`src/rtl/hrbp_pkg.sv`:
```
// ----------------------------------------------------------------------------
// hrbp_pkg: shared types, character codes and lookups
// Character classes, header-name and encoding-word tables, and the result
// word passed from the parse core to the output stage.
// ----------------------------------------------------------------------------
package hrbp_pkg;

  // Status codes
  localparam logic [1:0] STATUS_MORE   = 2'd0;
  localparam logic [1:0] STATUS_ACCEPT = 2'd1;
  localparam logic [1:0] STATUS_REJECT = 2'd2;

  // Byte class codes
  localparam logic [1:0] CLASS_OTHER = 2'd0;
  localparam logic [1:0] CLASS_URI   = 2'd1;
  localparam logic [1:0] CLASS_REF   = 2'd2;
  localparam logic [1:0] CLASS_UA    = 2'd3;

  // Commit codes
  localparam logic [1:0] COMMIT_NONE = 2'd0;
  localparam logic [1:0] COMMIT_REF  = 2'd1;
  localparam logic [1:0] COMMIT_UA   = 2'd2;

  // Compression codes
  localparam logic [1:0] COMP_NONE    = 2'd0;
  localparam logic [1:0] COMP_DEFLATE = 2'd1;
  localparam logic [1:0] COMP_GZIP    = 2'd2;

  // Header match flag bits
  localparam int unsigned FLAG_AE  = 0;
  localparam int unsigned FLAG_REF = 1;
  localparam int unsigned FLAG_UA  = 2;

  // Found flag bits
  localparam int unsigned FOUND_DEFLATE = 0;
  localparam int unsigned FOUND_GZIP    = 1;

  // Name lengths
  localparam logic [3:0] LEN_AE  = 4'd15;
  localparam logic [3:0] LEN_REF = 4'd7;
  localparam logic [3:0] LEN_UA  = 4'd10;
  localparam logic [3:0] NAME_POS_MAX = 4'd15;

  // ASCII codes
  localparam logic [7:0] CH_CR    = 8'h0D;
  localparam logic [7:0] CH_LF    = 8'h0A;
  localparam logic [7:0] CH_SP    = 8'h20;
  localparam logic [7:0] CH_DOT   = 8'h2E;
  localparam logic [7:0] CH_SLASH = 8'h2F;
  localparam logic [7:0] CH_COLON = 8'h3A;
  localparam logic [7:0] CH_H     = 8'h48;
  localparam logic [7:0] CH_T     = 8'h54;
  localparam logic [7:0] CH_P     = 8'h50;
  localparam logic [7:0] CH_0     = 8'h30;
  localparam logic [7:0] CH_9     = 8'h39;
  localparam logic [7:0] CH_DEL   = 8'h7F;
  localparam logic [7:0] CH_CTL_MAX = 8'h1F;

  typedef struct packed {
    logic [1:0] status;
    logic [1:0] byte_class;
    logic [7:0] byte_echo;
    logic [1:0] capture_commit;
    logic [1:0] compression;
  } result_t;

  function automatic logic is_ctl(logic [7:0] b);
    return (b <= CH_CTL_MAX) || (b == CH_DEL);
  endfunction

  function automatic logic is_sep(logic [7:0] b);
    logic r;
    case (b) inside
      8'h28, 8'h29, 8'h3C, 8'h3E, 8'h40, 8'h2C, 8'h3B, 8'h3A, 8'h5C, 8'h22,
      8'h2F, 8'h5B, 8'h5D, 8'h3F, 8'h3D, 8'h7B, 8'h7D, 8'h20, 8'h09: r = 1'b1;
      default: r = 1'b0;
    endcase
    return r;
  endfunction

  function automatic logic is_token(logic [7:0] b);
    return !b[7] && !is_ctl(b) && !is_sep(b);
  endfunction

  function automatic logic is_digit(logic [7:0] b);
    return (b >= CH_0) && (b <= CH_9);
  endfunction

  // "Accept-Encoding"
  function automatic logic [7:0] ae_char(logic [3:0] i);
    logic [7:0] c;
    case (i)
      4'd0:  c = "A";
      4'd1:  c = "c";
      4'd2:  c = "c";
      4'd3:  c = "e";
      4'd4:  c = "p";
      4'd5:  c = "t";
      4'd6:  c = "-";
      4'd7:  c = "E";
      4'd8:  c = "n";
      4'd9:  c = "c";
      4'd10: c = "o";
      4'd11: c = "d";
      4'd12: c = "i";
      4'd13: c = "n";
      4'd14: c = "g";
      default: c = 8'h00;
    endcase
    return c;
  endfunction

  // "Referer"
  function automatic logic [7:0] ref_char(logic [2:0] i);
    logic [7:0] c;
    case (i)
      3'd0: c = "R";
      3'd1: c = "e";
      3'd2: c = "f";
      3'd3: c = "e";
      3'd4: c = "r";
      3'd5: c = "e";
      3'd6: c = "r";
      default: c = 8'h00;
    endcase
    return c;
  endfunction

  // "User-Agent"
  function automatic logic [7:0] ua_char(logic [3:0] i);
    logic [7:0] c;
    case (i)
      4'd0: c = "U";
      4'd1: c = "s";
      4'd2: c = "e";
      4'd3: c = "r";
      4'd4: c = "-";
      4'd5: c = "A";
      4'd6: c = "g";
      4'd7: c = "e";
      4'd8: c = "n";
      4'd9: c = "t";
      default: c = 8'h00;
    endcase
    return c;
  endfunction

  // "deflate"
  function automatic logic [7:0] deflate_char(logic [2:0] i);
    logic [7:0] c;
    case (i)
      3'd0: c = "d";
      3'd1: c = "e";
      3'd2: c = "f";
      3'd3: c = "l";
      3'd4: c = "a";
      3'd5: c = "t";
      3'd6: c = "e";
      default: c = 8'h00;
    endcase
    return c;
  endfunction

  // "gzip"
  function automatic logic [7:0] gzip_char(logic [1:0] i);
    logic [7:0] c;
    case (i)
      2'd0: c = "g";
      2'd1: c = "z";
      2'd2: c = "i";
      2'd3: c = "p";
      default: c = 8'h00;
    endcase
    return c;
  endfunction

  // Drop each name flag whose word no longer matches at this position
  function automatic logic [2:0] feed_flags(logic [2:0] flags, logic [3:0] pos,
                                            logic [7:0] b);
    logic [2:0] f;
    f = flags;
    if ((pos >= LEN_AE) || (ae_char(pos) != b))   f[FLAG_AE]  = 1'b0;
    if ((pos >= LEN_REF) || (ref_char(pos[2:0]) != b)) f[FLAG_REF] = 1'b0;
    if ((pos >= LEN_UA) || (ua_char(pos) != b))   f[FLAG_UA]  = 1'b0;
    return f;
  endfunction

  // Streaming matcher for "deflate": returns {hit, next progress}
  function automatic logic [3:0] deflate_step(logic [2:0] prog, logic [7:0] b);
    logic [3:0] n;
    logic       hit;
    if ((prog != 3'd7) && (deflate_char(prog) == b)) n = {1'b0, prog} + 4'd1;
    else n = (b == deflate_char(3'd0)) ? 4'd1 : 4'd0;
    hit = (n >= 4'd7);
    if (hit) n = 4'd0;
    return {hit, n[2:0]};
  endfunction

  // Streaming matcher for "gzip": returns {hit, next progress}
  function automatic logic [2:0] gzip_step(logic [1:0] prog, logic [7:0] b);
    logic [2:0] n;
    logic       hit;
    if (gzip_char(prog) == b) n = {1'b0, prog} + 3'd1;
    else n = (b == gzip_char(2'd0)) ? 3'd1 : 3'd0;
    hit = (n >= 3'd4);
    if (hit) n = 3'd0;
    return {hit, n[1:0]};
  endfunction

endpackage

```
`src/rtl/hrbp_core.sv`:
```
// ----------------------------------------------------------------------------
// hrbp_core: request parse state and per-byte step
// Holds the parser state and computes the result word for one byte; the
// state advances only when step_i is high.
// ----------------------------------------------------------------------------
module hrbp_core (
  input  logic             clk_i,
  input  logic             rst_ni,
  input  logic             step_i,
  input  logic [7:0]       byte_i,
  input  logic             restart_i,
  output hrbp_pkg::result_t result_o
);

  typedef enum logic [4:0] {
    ST_METHOD_START, ST_METHOD, ST_URI, ST_VER_H, ST_VER_T1, ST_VER_T2,
    ST_VER_P, ST_VER_SLASH, ST_MAJOR_START, ST_MAJOR, ST_MINOR_START,
    ST_MINOR, ST_NL1, ST_LINE_START, ST_NAME, ST_SPACE, ST_VALUE, ST_NL2,
    ST_NL3
  } state_e;

  state_e     state_q, state_d;
  logic [1:0] done_q, done_d;
  logic [3:0] pos_q, pos_d;
  logic [2:0] flags_q, flags_d;
  logic [2:0] dprog_q, dprog_d;
  logic [1:0] gprog_q, gprog_d;
  logic [1:0] found_q, found_d;
  logic [1:0] enc_q, enc_d;

  logic [1:0] cls, commit;
  logic       ok;
  logic [3:0] dstep;
  logic [2:0] gstep;
  logic [3:0] pos_inc;

  assign dstep   = hrbp_pkg::deflate_step(dprog_q, byte_i);
  assign gstep   = hrbp_pkg::gzip_step(gprog_q, byte_i);
  assign pos_inc = (pos_q < hrbp_pkg::NAME_POS_MAX) ? pos_q + 4'd1 : pos_q;

  // One parse step
  always_comb begin
    state_d = state_q;
    done_d  = done_q;
    pos_d   = pos_q;
    flags_d = flags_q;
    dprog_d = dprog_q;
    gprog_d = gprog_q;
    found_d = found_q;
    enc_d   = enc_q;
    cls     = hrbp_pkg::CLASS_OTHER;
    commit  = hrbp_pkg::COMMIT_NONE;
    ok      = 1'b1;
    if (done_q == hrbp_pkg::STATUS_MORE) begin
      case (state_q)
        ST_METHOD_START: begin
          if (hrbp_pkg::is_token(byte_i)) state_d = ST_METHOD;
          else ok = 1'b0;
        end
        ST_METHOD: begin
          if (byte_i == hrbp_pkg::CH_SP) state_d = ST_URI;
          else if (!hrbp_pkg::is_token(byte_i)) ok = 1'b0;
        end
        ST_URI: begin
          if (byte_i == hrbp_pkg::CH_SP) state_d = ST_VER_H;
          else if (hrbp_pkg::is_ctl(byte_i)) ok = 1'b0;
          else cls = hrbp_pkg::CLASS_URI;
        end
        ST_VER_H: begin
          if (byte_i == hrbp_pkg::CH_H) state_d = ST_VER_T1;
          else ok = 1'b0;
        end
        ST_VER_T1: begin
          if (byte_i == hrbp_pkg::CH_T) state_d = ST_VER_T2;
          else ok = 1'b0;
        end
        ST_VER_T2: begin
          if (byte_i == hrbp_pkg::CH_T) state_d = ST_VER_P;
          else ok = 1'b0;
        end
        ST_VER_P: begin
          if (byte_i == hrbp_pkg::CH_P) state_d = ST_VER_SLASH;
          else ok = 1'b0;
        end
        ST_VER_SLASH: begin
          if (byte_i == hrbp_pkg::CH_SLASH) state_d = ST_MAJOR_START;
          else ok = 1'b0;
        end
        ST_MAJOR_START: begin
          if (hrbp_pkg::is_digit(byte_i)) state_d = ST_MAJOR;
          else ok = 1'b0;
        end
        ST_MAJOR: begin
          if (byte_i == hrbp_pkg::CH_DOT) state_d = ST_MINOR_START;
          else if (!hrbp_pkg::is_digit(byte_i)) ok = 1'b0;
        end
        ST_MINOR_START: begin
          if (hrbp_pkg::is_digit(byte_i)) state_d = ST_MINOR;
          else ok = 1'b0;
        end
        ST_MINOR: begin
          if (byte_i == hrbp_pkg::CH_CR) state_d = ST_NL1;
          else if (!hrbp_pkg::is_digit(byte_i)) ok = 1'b0;
        end
        ST_NL1, ST_NL2: begin
          if (byte_i == hrbp_pkg::CH_LF) state_d = ST_LINE_START;
          else ok = 1'b0;
        end
        ST_LINE_START: begin
          // close the previous header line
          if (flags_q[hrbp_pkg::FLAG_AE]) begin
            if (found_q[hrbp_pkg::FOUND_GZIP]) enc_d = hrbp_pkg::COMP_GZIP;
            else if (found_q[hrbp_pkg::FOUND_DEFLATE]) enc_d = hrbp_pkg::COMP_DEFLATE;
          end
          if (flags_q[hrbp_pkg::FLAG_UA]) commit = hrbp_pkg::COMMIT_UA;
          else if (flags_q[hrbp_pkg::FLAG_REF]) commit = hrbp_pkg::COMMIT_REF;
          flags_d = 3'b000;
          if (byte_i == hrbp_pkg::CH_CR) begin
            state_d = ST_NL3;
          end else if (!hrbp_pkg::is_token(byte_i)) begin
            ok = 1'b0;
          end else begin
            state_d = ST_NAME;
            pos_d   = 4'd1;
            flags_d = hrbp_pkg::feed_flags(3'b111, 4'd0, byte_i);
            dprog_d = 3'd0;
            gprog_d = 2'd0;
            found_d = 2'b00;
          end
        end
        ST_NAME: begin
          if (byte_i == hrbp_pkg::CH_COLON) begin
            if (pos_q != hrbp_pkg::LEN_AE)  flags_d[hrbp_pkg::FLAG_AE]  = 1'b0;
            if (pos_q != hrbp_pkg::LEN_REF) flags_d[hrbp_pkg::FLAG_REF] = 1'b0;
            if (pos_q != hrbp_pkg::LEN_UA)  flags_d[hrbp_pkg::FLAG_UA]  = 1'b0;
            state_d = ST_SPACE;
          end else if (hrbp_pkg::is_token(byte_i)) begin
            flags_d = hrbp_pkg::feed_flags(flags_q, pos_q, byte_i);
            pos_d   = pos_inc;
          end else begin
            ok = 1'b0;
          end
        end
        ST_SPACE: begin
          if (byte_i == hrbp_pkg::CH_SP) state_d = ST_VALUE;
          else ok = 1'b0;
        end
        ST_VALUE: begin
          if (byte_i == hrbp_pkg::CH_CR) begin
            state_d = ST_NL2;
          end else if (hrbp_pkg::is_ctl(byte_i)) begin
            ok = 1'b0;
          end else begin
            if (flags_q[hrbp_pkg::FLAG_REF]) cls = hrbp_pkg::CLASS_REF;
            else if (flags_q[hrbp_pkg::FLAG_UA]) cls = hrbp_pkg::CLASS_UA;
            dprog_d = dstep[2:0];
            gprog_d = gstep[1:0];
            found_d = found_q | {gstep[2], dstep[3]};
          end
        end
        ST_NL3: begin
          done_d = (byte_i == hrbp_pkg::CH_LF) ? hrbp_pkg::STATUS_ACCEPT
                                                : hrbp_pkg::STATUS_REJECT;
        end
        default: ok = 1'b0;
      endcase
      if (!ok) done_d = hrbp_pkg::STATUS_REJECT;
    end
  end

  // Result word; restart gives all zero
  always_comb begin
    if (restart_i) begin
      result_o = '0;
    end else begin
      result_o.status         = done_d;
      result_o.byte_class     = cls;
      result_o.byte_echo      = byte_i;
      result_o.capture_commit = commit;
      result_o.compression    = enc_d;
    end
  end

  // State registers
  always_ff @(posedge clk_i or negedge rst_ni) begin
    if (!rst_ni) begin
      state_q <= ST_METHOD_START;
      done_q  <= hrbp_pkg::STATUS_MORE;
      pos_q   <= 4'd0;
      flags_q <= 3'b000;
      dprog_q <= 3'd0;
      gprog_q <= 2'd0;
      found_q <= 2'b00;
      enc_q   <= hrbp_pkg::COMP_NONE;
    end else if (step_i) begin
      if (restart_i) begin
        state_q <= ST_METHOD_START;
        done_q  <= hrbp_pkg::STATUS_MORE;
        pos_q   <= 4'd0;
        flags_q <= 3'b000;
        dprog_q <= 3'd0;
        gprog_q <= 2'd0;
        found_q <= 2'b00;
        enc_q   <= hrbp_pkg::COMP_NONE;
      end else begin
        state_q <= state_d;
        done_q  <= done_d;
        pos_q   <= pos_d;
        flags_q <= flags_d;
        dprog_q <= dprog_d;
        gprog_q <= gprog_d;
        found_q <= found_d;
        enc_q   <= enc_d;
      end
    end
  end

  // Finished status holds until restart
  a_done_sticky: assert property (@(posedge clk_i) disable iff (!rst_ni)
    (done_q != hrbp_pkg::STATUS_MORE) && !(step_i && restart_i)
    |=> done_q == $past(done_q))
    else $error("finished status changed without restart");

  // Marked bytes only while the request is still open
  a_class_open: assert property (@(posedge clk_i) disable iff (!rst_ni)
    (result_o.byte_class != hrbp_pkg::CLASS_OTHER) |->
    (done_q == hrbp_pkg::STATUS_MORE) && !restart_i)
    else $error("byte marked after request finished");

  // A commit only comes from the line-start step
  a_commit_src: assert property (@(posedge clk_i) disable iff (!rst_ni)
    (result_o.capture_commit != hrbp_pkg::COMMIT_NONE) |->
    (state_q == ST_LINE_START) && (done_q == hrbp_pkg::STATUS_MORE))
    else $error("commit outside line start");

  // Encoding choice stays a legal code
  a_enc_legal: assert property (@(posedge clk_i) disable iff (!rst_ni)
    enc_q != 2'd3)
    else $error("illegal compression choice");

endmodule

```
`src/rtl/http_request_byte_parser.sv`:
```
// ----------------------------------------------------------------------------
// http_request_byte_parser: HTTP/1.x request header checker
// Validates a request one byte per word and reports status, byte marks,
// header commits and the chosen content encoding for each byte.
// ----------------------------------------------------------------------------
// Usage:
//   Slave side takes one request byte per word in tdata, with tuser set to
//   restart the parser (that byte is ignored and its result is all zero).
//   Master side returns exactly one result word per input word, in order.
//   Each accepted byte passes the input register, then the parse step,
//   and its result is held in the result register. Throughput: one byte
//   per clock while the receiver takes each result; the parse step is a
//   single pass of logic between the two registers, so the loop through
//   the parser state holds no register but the state registers themselves.
//   When the receiver stalls, the result register holds and the input
//   register still takes one more byte; tready drops only once both are
//   full, and rises again in the cycle the receiver takes the result.
//   Reset clears both valid flags and returns the parser to method start
//   with no encoding chosen. A finished status (accepted or rejected)
//   stays on every later result until a restart word arrives.
// ----------------------------------------------------------------------------
module http_request_byte_parser (
  input  logic        clk_i,
  input  logic        rst_ni,
  input  logic        s_axis_tvalid_i,
  output logic        s_axis_tready_o,
  input  logic [7:0]  s_axis_tdata_i,   // [7:0] byte_value
  input  logic        s_axis_tuser_i,   // [0] restart
  output logic        m_axis_tvalid_o,
  input  logic        m_axis_tready_i,
  output logic [15:0] m_axis_tdata_o,   // [1:0] status, [9:2] byte_echo,
                                        // [11:10] capture_commit,
                                        // [13:12] compression, [15:14] zero
  output logic [1:0]  m_axis_tuser_o    // [1:0] byte_class
);

  logic              in_valid_q;
  logic [7:0]        in_byte_q;
  logic              in_restart_q;
  logic              out_valid_q;
  hrbp_pkg::result_t out_q;
  hrbp_pkg::result_t step_res;
  logic              advance;

  assign advance         = in_valid_q && (!out_valid_q || m_axis_tready_i);
  assign s_axis_tready_o = !in_valid_q || advance;

  // Input register
  always_ff @(posedge clk_i or negedge rst_ni) begin
    if (!rst_ni) begin
      in_valid_q <= 1'b0;
    end else if (s_axis_tready_o) begin
      in_valid_q <= s_axis_tvalid_i;
    end
  end

  always_ff @(posedge clk_i) begin
    if (s_axis_tready_o && s_axis_tvalid_i) begin
      in_byte_q    <= s_axis_tdata_i;
      in_restart_q <= s_axis_tuser_i;
    end
  end

  hrbp_core u_core (
    .clk_i     (clk_i),
    .rst_ni    (rst_ni),
    .step_i    (advance),
    .byte_i    (in_byte_q),
    .restart_i (in_restart_q),
    .result_o  (step_res)
  );

  // Result register
  always_ff @(posedge clk_i or negedge rst_ni) begin
    if (!rst_ni) begin
      out_valid_q <= 1'b0;
    end else if (advance) begin
      out_valid_q <= 1'b1;
    end else if (m_axis_tready_i) begin
      out_valid_q <= 1'b0;
    end
  end

  always_ff @(posedge clk_i) begin
    if (advance) begin
      out_q <= step_res;
    end
  end

  assign m_axis_tvalid_o = out_valid_q;
  assign m_axis_tdata_o  = {2'b00, out_q.compression, out_q.capture_commit,
                            out_q.byte_echo, out_q.status};
  assign m_axis_tuser_o  = out_q.byte_class;

endmodule
```
`config.mk`:
```
export PLATFORM = sky130hd
export DESIGN_NAME = http_request_byte_parser
export DESIGN_NICKNAME = d
export VERILOG_FILES = /design/src/rtl/hrbp_pkg.sv /design/src/rtl/hrbp_core.sv /design/src/rtl/http_request_byte_parser.sv
export SDC_FILE = /design/constraint.sdc
export NUM_CORES = 1
export LEC_CHECK = 0
export BUFFER_PORTS_ARGS = -buffer_cell sky130_fd_sc_hd__buf_4
export CAP_MARGIN = 40
export CORE_MARGIN = 2
export CORE_UTILIZATION = 50
export CTS_CLUSTER_SIZE = 14
export DETAILED_ROUTE_END_ITERATION = 12
export PLACE_DENSITY_LB_ADDON = 0.05
export REMOVE_ABC_BUFFERS = 1
export SYNTH_ARGS = -nofsm -noshare
export SYNTH_HDL_FRONTEND = slang
export SYNTH_SLANG_ARGS = --single-unit
```
`constraint.sdc`:
```
create_clock -name clk_i -period 4.5 [get_ports clk_i]
set_clock_uncertainty 0.1 [all_clocks]
set_input_delay 0.9 -clock clk_i [delete_from_list [all_inputs] [get_ports clk_i]]
set_output_delay 0.9 -clock clk_i [all_outputs]
set_load 0.01 [all_outputs]
```
After elaboration in Yosys (flattened, before gate mapping). Memory sizes are Yosys's and may differ from the RTL's. Index checks and enable logic that the tools add are counted.

Bits in read-only memories: 224. Memories: 2. Input port bits: 13. Word-level logic and storage cells: 342. Register bits after elaboration: 50. Output and inout port bits: 20.

Memories: (name not given) (depth 16, bits a word 7, rd ports 1, clocked after memory_dff 0, wr ports 0, RTL line hrbp_pkg.sv:92) `case (i)`; (name not given) (depth 16, bits a word 7, rd ports 1, clocked after memory_dff 0, wr ports 0, RTL line hrbp_pkg.sv:132) `case (i)`.

Bitwise operators: 3. Add/subtract/negate cells: 3. Eq/ne operators: 104. Magnitude comparators: 9. Reductions and logical operators: 49. Mux-type cells: 152.

Operators with widths (count): 2-to-1 mux 8 bit (24); equality test 8 x 6 -> 1 bit, second input constant (13); 2-to-1 mux 5 bit (20); equality test 8 x 7 -> 1 bit, second input constant (12); case mux 5 bit (17 select lines) (1); != test 3 x 2 -> 1 bit, second input constant (19); 2-to-1 mux 2 bit (28); != test 8 bit (6); 2-to-1 mux 1 bit (47); 2-to-1 mux 3 bit (14); case mux 7 bit (6 select lines) (1); equality test 5 x 4 -> 1 bit, second input constant (8); 2-to-1 mux 4 bit (8); case mux 8 bit (4 select lines) (1); case mux 7 bit (4 select lines) (1); equality test 8 x 4 -> 1 bit, second input constant (3); equality test 5 x 3 -> 1 bit, second input constant (4); != test 4 x 2 -> 1 bit, second input constant (5); != test 4 bit, second input constant (5); AND reduction 20 bit (1); OR reduction 19 bit (1); equality test 3 bit, second input constant (6); AND reduction 6 bit (3); nonzero test 18 bit (1); other kinds (40) (88).

Longest topological paths before layout.
Depth in word-level cells: 20. Gate-level depth with buffers: 11. Mapped depth without buffers: 9.

Cells and area by module. A second synthesis with hierarchy kept.

Cell total of the unflattened synthesis: 544. Area total of the unflattened synthesis: 4561.9 um2.

By module, submodules not included: hrbp_core (area each 3688.5 um2, seq. area each 575.6 um2, times used 1, cells an instance 508); http_request_byte_parser (area each 873.3 um2, seq. area each 800.8 um2, times used 1, cells an instance 36).

Worst setup path after synthesis. No wires, ideal clock.

Kind: input-to-reg. Start point: in m_axis_tready_i. End point: reg u_core.state_q[1]. Path slack: 1469 ps. Stages on the path: 7. Path buffers: 0. Data required time: 4261 ps. Data arrival time: 2793 ps. Setup time: 139 ps. Cells stage by stage: nand2b_1 > nand2_1 > inv_1 > o21ai_1 > nor4_4 > nor2b_1 > or4_1.

Word-level cells in the longest chain between the ends: 3.

Ends and longest elaborated chain: start, declared (RTL line http_request_byte_parser.sv:30) `input logic m_axis_tready_i,`; logical OR 1 bit (RTL line http_request_byte_parser.sv:45) `assign advance = in_valid_q && (!out_valid_q || m_axis_tready_i);`; logical AND 1 bit (RTL line http_request_byte_parser.sv:45); via advance (RTL line http_request_byte_parser.sv:43) `logic advance;`; AND reduction 20 bit (no source line); end signal, assigned (RTL line hrbp_core.sv:206) `state_q <= state_d;`; end, declared (RTL line hrbp_core.sv:22) `state_e state_q, state_d;`.

The timed path passes the listed nets, and every way through them passes these cells. A chain may end at the register's enable or synchronous reset.

Final worst setup path.
Start point: reg in_byte_q[4]. End point: reg u_core.flags_q[2].

Word-level cells in the longest chain between the ends: 13. Elaborated cells on any way between the ends: 51. Those cells by class: order compare (1); eq/ne (26); mux (14); reduce/logical (10).

Ends and longest elaborated chain: start, declared (RTL line http_request_byte_parser.sv:38) `logic [7:0] in_byte_q;`; start signal, assigned (RTL line http_request_byte_parser.sv:59) `in_byte_q <= s_axis_tdata_i;`; equality test 8 x 4 -> 1 bit, or another cell as far along (RTL line hrbp_pkg.sv:82) `return !b[7] && !is_ctl(b) && !is_sep(b);`; OR reduction 19 bit (RTL line hrbp_pkg.sv:73) `case (b) inside`; 2-to-1 mux 1 bit (RTL line hrbp_pkg.sv:73); 2-to-1 mux 1 bit (RTL line hrbp_core.sv:118) `if (byte_i == hrbp_pkg::CH_CR) begin`; 2-to-1 mux 1 bit (RTL line hrbp_core.sv:55) `case (state_q)`; 2-to-1 mux 1 bit (RTL line hrbp_core.sv:54) `if (done_q == hrbp_pkg::STATUS_MORE) begin`; zero test 1 bit (RTL line hrbp_pkg.sv:82); logical AND 1 bit (RTL line hrbp_pkg.sv:82); 2-to-1 mux 3 bit (RTL line hrbp_core.sv:120) `end else if (!hrbp_pkg::is_token(byte_i)) begin`; 2-to-1 mux 3 bit (RTL line hrbp_core.sv:118); case mux 3 bit (2 select lines) (RTL line hrbp_core.sv:55); 2-to-1 mux 3 bit (RTL line hrbp_core.sv:54); 2-to-1 mux 3 bit (RTL line hrbp_core.sv:196) `if (restart_i) begin`; end signal, assigned (RTL line hrbp_core.sv:209) `flags_q <= flags_d;`; end, declared (RTL line hrbp_core.sv:25) `logic [2:0] flags_q, flags_d;`.

Parallel ways exist; a longest one is shown, timed or not. The select of a mux whose other input is x is not followed.

==> metrics.md <==
| Metric | Value |
|---|---|
| Setup Buffers After CTS | `0` |
| Largest net degree at the start of global routing | `29` |
| Maxcap violations | `0` |
| Worst-path clk slew | `120 ps` |
| CTS buffer count | `5` |
| Global route total overflow | `0` |
| Final HPWL from detailed placement | `8980 µm` |
| Number of global-route vias before repair | `3,824` |
| First-pass DRT Iterations | `5` |
| Largest family of logic cells by synthesized area | `simple AND/OR/NAND/NOR gates` |
| Critical path, cell by cell | `buf_4 > inv_1 > o41ai_1 > nor4bb_1 > and2_1 > o221ai_1 > a211oi_1 > mux2_2` |
| Nets@finish | `569` |
| WL per Instance | `19.5 µm` |
| R2r worst-path depth | `8` |
| Die ar. | `9600 µm²` |
| Worst r2r src | `in_byte_q[4]` |
| CTS Hold Bufs | `0` |
| Worst r2r dst | `u_core.flags_q[2]` |
| Number of antenna violations at the first check in global routing | `0` |
| Cts repair resizes | `0` |
| DR vias/cell | `6.41` |
| CTS tree | `done` |
| # diodes | `0` |
| RSZ-0062 raised after global routing | `false` |
| Int Pwr | `0.919 mW` |
| # H-tree levels | `2` |
| Sw frac | `42.4%` |
| Final wirelength | `12,600 µm` |
| GR Util met1 | `38.6%` |
| GP Congestion | `0.950` |
| Synth Area in XOR/XNOR | `4.17%` |
| IO Pins | `33` |
| Slowest cell on crit path | `edfxtp_1` |
| Synth warnings | `0` |
| Synth-to-Final Area Change | `7.54%` |
| CP startpoint kind | `register` |
| Mapped Area | `4410 µm²` |
| Flop2flop setup slack | `1280 ps` |
| Critical Path Sink Type | `register` |
| Sequential power share | `39.6%` |
| Critical Path RT | `4630 ps` |
| Final hold vios | `0` |
| Arr. time, crit path | `3340 ps` |
| Gate count after technology mapping | `529` |
| Relative slew slack | `43.8%` |
| Clock Latency Late Sink | `330 ps` |
| Synth Flop Type | `edfxtp_1` |
| P_leak | `1.89 nW` |
| Fin crit period | `3220 ps` |
| Max Slew Vio Count | `0` |
| Register area share after synthesis | `31.2%` |
| Power Density | `336 nW/µm²` |
| Port Buffers | `30` |
| Max FO, Critical Path | `13` |
| Crit path largest cell delay | `640 ps` |
| Setup_tns | `0 ps` |
| CTS root buffer | `clkbuf_8` |
| Net Switching | `0.676 mW` |
| Die Wd | `98.0 µm` |
| Final worst-path cycle share | `71.5%` |
| Post-synth EDFFs | `25` |
| # setup viols final | `0` |
| Initial core utilization | `51.1%` |
| Register bit total from synthesis | `50` |
| Post-synthesis compound-gate area fraction | `18.6%` |
| Max IR drop VDD | `174 µV` |
| Adder-cell share of the synthesized area | `5.39%` |
| GR Util met3 | `3.94%` |
| Met2 Use GR | `41.1%` |
| Global-route wire length before repair | `20,400 µm` |
| Worst Hold Class | `input pin to asynchronous set/reset pin` |
| Fmax | `311 MHz` |
| Ratio of cells with drive above 1 in the final layout | `12.5%` |
| DR vias | `4,138` |
| GR Util All Layers | `26.4%` |
| Area of the core | `8640 µm²` |
| Synth unique cells | `76` |
| Worst slew pin tran | `838 ps` |
| Outcome | `complete, no violations` |
| Global route hottest layer | `met2` |
| # clock sinks | `50` |
| Antenna viol nets, final | `0` |
| Tot Pwr | `1.59 mW` |
| DRT iter0 DRCs | `428` |
| Post-synthesis mux area share | `3.32%` |
| Synth async-reset ratio | `50.0%` |
| Average size of a mapped cell | `8.34 µm²` |
| Clock Path Buffers | `2` |
| # DRC | `0` |
| Logic pwr share | `41.5%` |
| Clk pwr share | `18.9%` |
| Core Rows | `34` |
| Die height | `98.0 µm` |
| Kind of critical path | `register to register` |
| Simple-gate share of the synthesized area | `30.1%` |
-- power groups by stage --
stage | Clock, mW | Combinational, mW | Sequential (mW)
floorplan | 0 | 0.441 | 0.636
finish | 0.302 | 0.661 | 0.631
global route | 0.322 | 0.724 | 0.640
CTS | 0.305 | 0.648 | 0.628
detailed placement | 0 | 0.645 | 0.637
global placement | 0 | 0.644 | 0.636
-- area by class of cell --
type / count / area (µm²)
clock inverter: 3 / 26.3
tap: 108 / 135
inverter: 27 / 101
sequential: 50 / 1380
clock buffer: 5 / 68.8
multi-input combinational: 411 / 2730
fill: 802 / 3890
timing repair buffer: 42 / 313
-- synth_stat cells, types with 7 or more instances --
| library cell | n | area, µm² |
|---|---|---|
| xnor2_1 | 15 | 131 |
| nand2_1 | 45 | 169 |
| and2_1 | 8 | 50.1 |
| o21ai_0 | 26 | 130 |
| nor4_1 | 11 | 68.8 |
| nand2b_1 | 7 | 43.8 |
| dfrtp_1 | 25 | 626 |
| mux2i_1 | 9 | 90.1 |
| edfxtp_1 | 25 | 751 |
| buf_2 | 12 | 60.1 |
| inv_1 | 25 | 93.8 |
| buf_4 | 7 | 52.6 |
| nor2b_1 | 12 | 75.1 |
| nand4_1 | 9 | 56.3 |
| nor3b_1 | 7 | 52.6 |
| clkbuf_1 | 17 | 63.8 |
| nor2_1 | 41 | 154 |
| nor3_1 | 27 | 135 |
| ha_1 | 19 | 238 |
| a21oi_1 | 29 | 145 |
| a31oi_1 | 9 | 56.3 |
| nand3_1 | 21 | 105 |
-- worst max-delay path by stage --
stage                              to            start
floorplan           u_core.state_q[1]  m_axis_tready_i
global route        u_core.state_q[1]     in_byte_q[6]
detailed placement  u_core.state_q[1]     in_byte_q[6]
CTS                 u_core.state_q[1]     in_byte_q[6]
global placement    u_core.state_q[1]     in_byte_q[6]
finish              u_core.flags_q[2]     in_byte_q[4]
-- layer usage --
| metal | vias up | wire (µm) |
|---|---|---|
| li1 | 1963 | - |
| met1 | 1931 | 5790 |
| met2 | 220 | 5690 |
| met3 | 24 | 892 |
| met4 | 0 | 236 |
| met5 | - | 0 |
-- kinds of logic (layout without fill, tap and decap cells) --
| kind of cell | Yosys count | count (layout) |
|---|---|---|
| buf+inv | 69 | 77 |
| other cells | 1 | 2 |
| compound gates | 123 | 123 |
| fa+ha+maj | 19 | 19 |
| simple gates | 232 | 232 |
| flops | 50 | 50 |
| xor+xnor | 21 | 21 |
| mux | 14 | 14 |
-- flip-flops by register name, indices dropped and copies added (netlist names), 3 cells and up --
register and flops:
u_core.flags_q 3, u_core.state_q 5, m_axis_tdata_o 14, u_core.pos_q 4, in_byte_q 8, u_core.dprog_q 3
-- worst max-delay path: cells and delay by family, from the launching register on --
family,cells,cell delay (ps)
flops,1,640
simple gates,2,700
buf+inv,2,540
compound gates,3,750
mux,1,380
-- cell usage in the layout (no fill, tap or decap), types with 4 or more instances in the layout --
| cell type | netlist | layout |
|---|---|---|
| nand2_1 | 45 | 45 |
| nor2_1 | 41 | 41 |
| buf_4 | 7 | 41 |
| a21oi_1 | 29 | 29 |
| nor3_1 | 27 | 27 |
| o21ai_0 | 26 | 26 |
| inv_1 | 25 | 25 |
| edfxtp_1 | 25 | 25 |
| dfrtp_1 | 25 | 25 |
| nand3_1 | 21 | 21 |
| ha_1 | 19 | 19 |
| xnor2_1 | 15 | 15 |
| nor2b_1 | 12 | 12 |
| nor4_1 | 11 | 11 |
| nand4_1 | 9 | 9 |
| a31oi_1 | 9 | 9 |
| mux2i_1 | 9 | 9 |
| and2_1 | 8 | 8 |
| nand2b_1 | 7 | 7 |
| nor3b_1 | 7 | 7 |
| xor2_1 | 6 | 6 |
| and3_1 | 6 | 6 |
| nand3b_1 | 5 | 5 |
| or4_1 | 5 | 5 |
| nor4b_1 | 5 | 5 |
| o31ai_1 | 5 | 5 |
| a211oi_1 | 5 | 5 |
| clkbuf_8 | 0 | 5 |
| o22ai_1 | 4 | 4 |
| a32oi_1 | 4 | 4 |
| o32ai_1 | 4 | 4 |
-- stage by stage --
step / std cells / util (%) / worst slack [ps] / hold WS, ps / instance area [µm²]
2_1_floorplan: 488 / - / 1470 / 357 / 4200
3_3_place_gp: 637 / 53.8 / 1320 / 387 / 4650
3_5_place_dp: 638 / 53.9 / 1290 / 394 / 4650
4_1_cts: 646 / 55.0 / 1280 / 396 / 4750
5_1_grt: 646 / 55.0 / 1080 / 401 / 4750
6_report: 646 / 55.0 / 1280 / 383 / 4750
Note: power is estimated with default switching activity, not from simulation.
